<file path="config.mk">
export PLATFORM = sky130hd
export DESIGN_NAME = pim_sqrt
export DESIGN_NICKNAME = d
export VERILOG_FILES = /design/src/hw/rtl/assert_macros.svh /design/src/hw/rtl/pim_sqrt_cell.sv /design/src/hw/rtl/pim_sqrt.sv
export SDC_FILE = /design/constraint.sdc
export NUM_CORES = 2
export LEC_CHECK = 0
export BUFFER_PORTS_ARGS = -buffer_cell sky130_fd_sc_hd__buf_2
export CAP_MARGIN = 20
export CORE_AREA = 2 2 509 511
export DETAILED_ROUTE_END_ITERATION = 8
export DIE_AREA = 0 0 511 513
export HOLD_SLACK_MARGIN = 0.1
export PLACE_DENSITY = 0.65
export SLEW_MARGIN = 20
export SYNTH_ARGS = -nofsm -noshare
export SYNTH_HDL_FRONTEND = slang
export SYNTH_SLANG_ARGS = --single-unit
</file>
<file path="constraint.sdc">
create_clock -name clk -period 9.9 [get_ports clk]
set_input_delay 1.485 -clock clk [delete_from_list [all_inputs] [get_ports clk]]
set_output_delay 1.485 -clock clk [all_outputs]
set_load 0.05 [all_outputs]
</file>
<file path="src/hw/rtl/assert_macros.svh">
// assertion macros for the rtl, included by pair_invariant_mass
// expects clk and arst_n in the including module's scope
`ifndef ASSERT_MACROS_SVH
`define ASSERT_MACROS_SVH

// condition holds at every edge out of reset
`define PIM_ASSERT_ALWAYS(lbl, cond) \
	lbl: assert property (@(posedge clk) disable iff (!arst_n) (cond)) \
		else $error("pim assertion failed");

// antecedent implies consequent in the same cycle
`define PIM_ASSERT_IMPLY(lbl, ante, cons) \
	lbl: assert property (@(posedge clk) disable iff (!arst_n) (ante) |-> (cons)) \
		else $error("pim assertion failed");

`endif

</file>
<file path="src/hw/rtl/pim_sqrt_cell.sv">
// one bit of a restoring square root, registered, with sideband
// no dependencies
`timescale 1ns / 1ps
`default_nettype none
module pim_sqrt_cell #(
	parameter int IN_W   = 64,
	parameter int ROOT_W = 32,
	parameter int SIDE_W = 1,
	parameter int BIT    = 0
) (
	input  wire logic              clk,
	input  wire logic              arst_n,
	input  wire logic              in_valid,
	output logic                   in_ready,
	input  wire logic [IN_W-1:0]   in_rem,
	input  wire logic [ROOT_W-1:0] in_root,
	input  wire logic [SIDE_W-1:0] in_side,
	output logic                   out_valid,
	input  wire logic              out_ready,
	output logic [IN_W-1:0]        out_rem,
	output logic [ROOT_W-1:0]      out_root,
	output logic [SIDE_W-1:0]      out_side
);
	localparam int TW = 2 * ROOT_W + 2;

	logic              valid_q;
	logic [IN_W-1:0]   rem_q;
	logic [ROOT_W-1:0] root_q;
	logic [SIDE_W-1:0] side_q;
	logic [TW-1:0]     d_ext;
	logic [TW-1:0]     trial;
	logic              take;

	assign d_ext = TW'(in_rem);
	assign trial = (TW'(in_root) << (BIT + 1)) | (TW'(1) << (2 * BIT));
	assign take = d_ext >= trial;
	assign in_ready = !valid_q || out_ready;

	always_ff @(posedge clk or negedge arst_n) begin
		if (!arst_n) begin
			valid_q <= 1'b0;
		end else if (in_ready) begin
			valid_q <= in_valid;
		end
	end

	always_ff @(posedge clk) begin
		if (in_ready && in_valid) begin
			rem_q  <= take ? IN_W'(d_ext - trial) : in_rem;
			root_q <= take ? (in_root | (ROOT_W'(1) << BIT)) : in_root;
			side_q <= in_side;
		end
	end

	assign out_valid = valid_q;
	assign out_rem   = rem_q;
	assign out_root  = root_q;
	assign out_side  = side_q;
endmodule
`default_nettype wire

</file>
<file path="src/hw/rtl/pim_sqrt.sv">
// rounded square root as a chain of one-bit cells plus a rounding stage
// depends on pim_sqrt_cell
`timescale 1ns / 1ps
`default_nettype none
module pim_sqrt #(
	parameter int IN_W   = 64,
	parameter int ROOT_W = 32,
	parameter int SIDE_W = 1
) (
	input  wire logic              clk,
	input  wire logic              arst_n,
	input  wire logic              in_valid,
	output logic                   in_ready,
	input  wire logic [IN_W-1:0]   in_x,
	input  wire logic [SIDE_W-1:0] in_side,
	output logic                   out_valid,
	input  wire logic              out_ready,
	output logic [ROOT_W:0]        out_root,
	output logic [SIDE_W-1:0]      out_side
);
	logic              vld_c  [0:ROOT_W];
	logic              rdy_c  [0:ROOT_W];
	logic [IN_W-1:0]   rem_c  [0:ROOT_W];
	logic [ROOT_W-1:0] root_c [0:ROOT_W];
	logic [SIDE_W-1:0] side_c [0:ROOT_W];

	logic              valid_q;
	logic [ROOT_W:0]   root_q;
	logic [SIDE_W-1:0] side_q;
	logic              gt;

	assign vld_c[0]  = in_valid;
	assign in_ready  = rdy_c[0];
	assign rem_c[0]  = in_x;
	assign root_c[0] = '0;
	assign side_c[0] = in_side;

	for (genvar k = 0; k < ROOT_W; k++) begin : g_cell
		pim_sqrt_cell #(
			.IN_W(IN_W), .ROOT_W(ROOT_W), .SIDE_W(SIDE_W), .BIT(ROOT_W - 1 - k)
		) u_cell (
			.clk       (clk),
			.arst_n    (arst_n),
			.in_valid  (vld_c[k]),
			.in_ready  (rdy_c[k]),
			.in_rem    (rem_c[k]),
			.in_root   (root_c[k]),
			.in_side   (side_c[k]),
			.out_valid (vld_c[k+1]),
			.out_ready (rdy_c[k+1]),
			.out_rem   (rem_c[k+1]),
			.out_root  (root_c[k+1]),
			.out_side  (side_c[k+1])
		);
	end

	// round half up: remainder above root bumps it
	assign gt = rem_c[ROOT_W] > IN_W'(root_c[ROOT_W]);
	assign rdy_c[ROOT_W] = !valid_q || out_ready;

	always_ff @(posedge clk or negedge arst_n) begin
		if (!arst_n) begin
			valid_q <= 1'b0;
		end else if (rdy_c[ROOT_W]) begin
			valid_q <= vld_c[ROOT_W];
		end
	end

	always_ff @(posedge clk) begin
		if (rdy_c[ROOT_W] && vld_c[ROOT_W]) begin
			root_q <= (ROOT_W+1)'(root_c[ROOT_W]) + (ROOT_W+1)'(gt);
			side_q <= side_c[ROOT_W];
		end
	end

	assign out_valid = valid_q;
	assign out_root  = root_q;
	assign out_side  = side_q;
endmodule
`default_nettype wire

</file>
==> results.md <==
- Outcome: completed
- GP Congestion: 0.905
- Largest family of logic cells by synthesized area: simple AND/OR/NAND/NOR gates
- Syn_nets: 10757
- Top-area cell type share of the netlist area: 62.2%
- Synth Area in Compound Gates: 9.01%
- Cell taking the most area after synthesis: edfxtp_1
- Via count: 80232
- Fraction of layout cells with a size suffix above 1: 7.70%
- Worst skew pair latency: 950 ps
- Post-CTS setup buffers: 0
- Worst endpoint required time: 8420 ps
- Cells after Synth: 10094
- Synth top area cells: edfxtp_1 62%, ha_1 5.8%, xnor2_1 3.6%
- Fin. Hold Viols: 0
- Clock Tree Root: clkbuf_16
- Die X: 511 µm
- Clock sinks: 2675
- Least-Margin Pin Slew: 1210 ps
- Power, Total: 41.8 mW
- Hold Path Class: reg2reg
- Drt wl/cell: 20.3 µm
- Distinct cells, synth: 95
- Adder-cell share of the synthesized area: 5.82%
- Htree depth: 5
- Async SR Flop Fraction: 1.23%
- Initial Utilization: 49.8%
- Worst slew margin relative to its limit: 18.3%
- Crit share post-route: 59.7%
- Simple-Gate Fraction of Synth Area: 12.2%
- Seq/Total Area, Yosys: 62.8%
- Leakage power: 53.0 nW
- Max IR drop VDD: 0.000192 V
- Synth-to-Final Area Change: 11.2%
- Core Area: 256000 µm²
- CP endpoint kind: primary output
- Leading cell type in the layout, fill and taps excluded: edfxtp_1
- Cts hold-fix bufs: 0
- CP Launch Type: input port
- Critical path type: in2out
- Tmin final: 5910 ps
- Clk buf depth: 4
- Mean post-synth cell area: 12.6 µm²
- Remaining DRCs: 0
- DRT Pass-1 Iters: 6
- Max Transition Viols Final: 0
- Arrival time worst endpoint: 4420 ps
- Vias in the first global route: 78684
- Mux cell area share after synthesis: 0.877%
- RSZ-0062 raised after global routing: no
- Worst-path clk slew: 60 ps
- Xor-xnor portion of the synthesized cell area: 6.63%
- Post-DP HPWL: 215000 µm
- Vias/cell: 5.73
- I/O Pins: 105
- Final setup vio count: 0
- FP Rows: 186
- Post-synth EDFFs: 2642
- Synth Cell Area: 128000 µm²
- CTS tree: built
- I/O Buffers: 104
- Post-Route WL: 285000 µm
- Sum of negative setup slack: 0 ps
- GR Overflow Total: 0
- Pin count of the biggest net entering global routing: 88
- Number of max-cap violations: 0
- CP max FO: 11
- Synthesis warning total: 0
- Post-synth top flop: edfxtp_1
- Die area: 262000 µm²
- GRT Util Overall: 21.3%
- Initial DRC Count: 6952
- First-pass GRT wire length: 443000 µm
- Cts bufs inserted: 300
- Die height: 513 µm
- Power Density: 295 nW/µm²
- Max Fclk: 169 MHz
- Final #Nets: 11068
- Initial antenna violation count: 9
- Post-cts sizing count: 0
- Antenna Violating Nets Remaining: 0
- Most frequent cells in the layout: 2642 x edfxtp_1, 724 x inv_1, 673 x nor2_1, 637 x a21oi_1, 631 x nand2_1
- Layout Skew: 81.1 ps
- Yosys reg bits: 2675
[kinds of logic after synthesis]
logic type,Yosys count
simple gates,3012
flops,2675
compound gates,1862
xor+xnor,966
buf+inv,885
fa+ha+maj,594
mux,100
[metal layers]
layer  share of wire [%]  GRT usage, %
met1                  44          28.7
met2                  49          36.4
met3                 5.3          2.88
met4                 2.1          5.39
met5              0.0046             0
[worst max-delay path, stage by stage]
cell and delay (ps):
buf_2 120, nor2b_1 210, nand3_1 170, nor2_1 290
and2_1 490, nand3_1 200, nor3_2 300, buf_4 290
and4_1 410, nand3_1 180, buf_2 250
[synthesized netlist by cell type (all sizes together) (96+ instances only)]
library cell,n
edfxtp,2642
inv,725
ha,594
nor2,675
nand3,165
xor2,446
nand2,632
clkbuf,109
a21o,227
nand2b,151
o21a,99
nor4,349
o21ai,449
or3,96
xnor2,520
nor3,300
a21oi,639
nand4,168
[stage by stage]
stage / setup WS [ps] / cell area (µm²) / util [%] / cells / hold WS [ps]
after floorplan: 700 / 128000 / - / 10094 / 400
after global placement: 3910 / 132000 / 51.7 / 13486 / 403
after detailed placement: 3950 / 132000 / 51.7 / 13486 / 405
after CTS: 3910 / 142000 / 55.4 / 14000 / 410
after global routing: 3820 / 142000 / 55.4 / 14003 / 412
final: 3990 / 142000 / 55.4 / 14004 / 396
[report_power, final]
group	internal [mW]	switching [mW]	total, mW
logic	5.42	7.51	12.9
registers	16.2	1.96	18.1
clock network	6.42	4.36	10.8
total	28.0	13.8	41.8
[final timing paths]
path                                                from  slack, ps  cells after the start                            end
setup reg to reg           g_cell[26].u_cell.out_rem[15]       4850                     12  g_cell[27].u_cell.out_rem[60]
max in group asynchronous                         arst_n       8720                      1    g_cell[11].u_cell.out_valid
hold reg to reg                g_cell[3].u_cell.out_side        400                      0      g_cell[4].u_cell.out_side
setup / recovery                               out_ready       3990                     11                       in_ready
min in group asynchronous                         arst_n        600                      1     g_cell[0].u_cell.out_valid
hold / removal                 g_cell[3].u_cell.out_side        400                      0      g_cell[4].u_cell.out_side
[state kept, by name (all words and copies together) (netlist names)]
register	cells
out_valid	1
g_cell.u_cell.out_rem	2048
out_side	1
g_cell.u_cell.out_side	32
out_root	33
g_cell.u_cell.out_valid	32
g_cell.u_cell.out_root	528
[area by class of cell]
class                           instances  area, µm²
Clock buffer                          358       7850
Sequential cell                      2675      80200
Fill cell                           20746     114000
Antenna cell                            3       7.51
Clock inverter                        156       1600
Inverter                              729       2740
Multi-Input combinational cell       6534      44400
Timing Repair Buffer                  165        998
Tap cell                             3384       4230
Power figures use the tool's default switching activity.
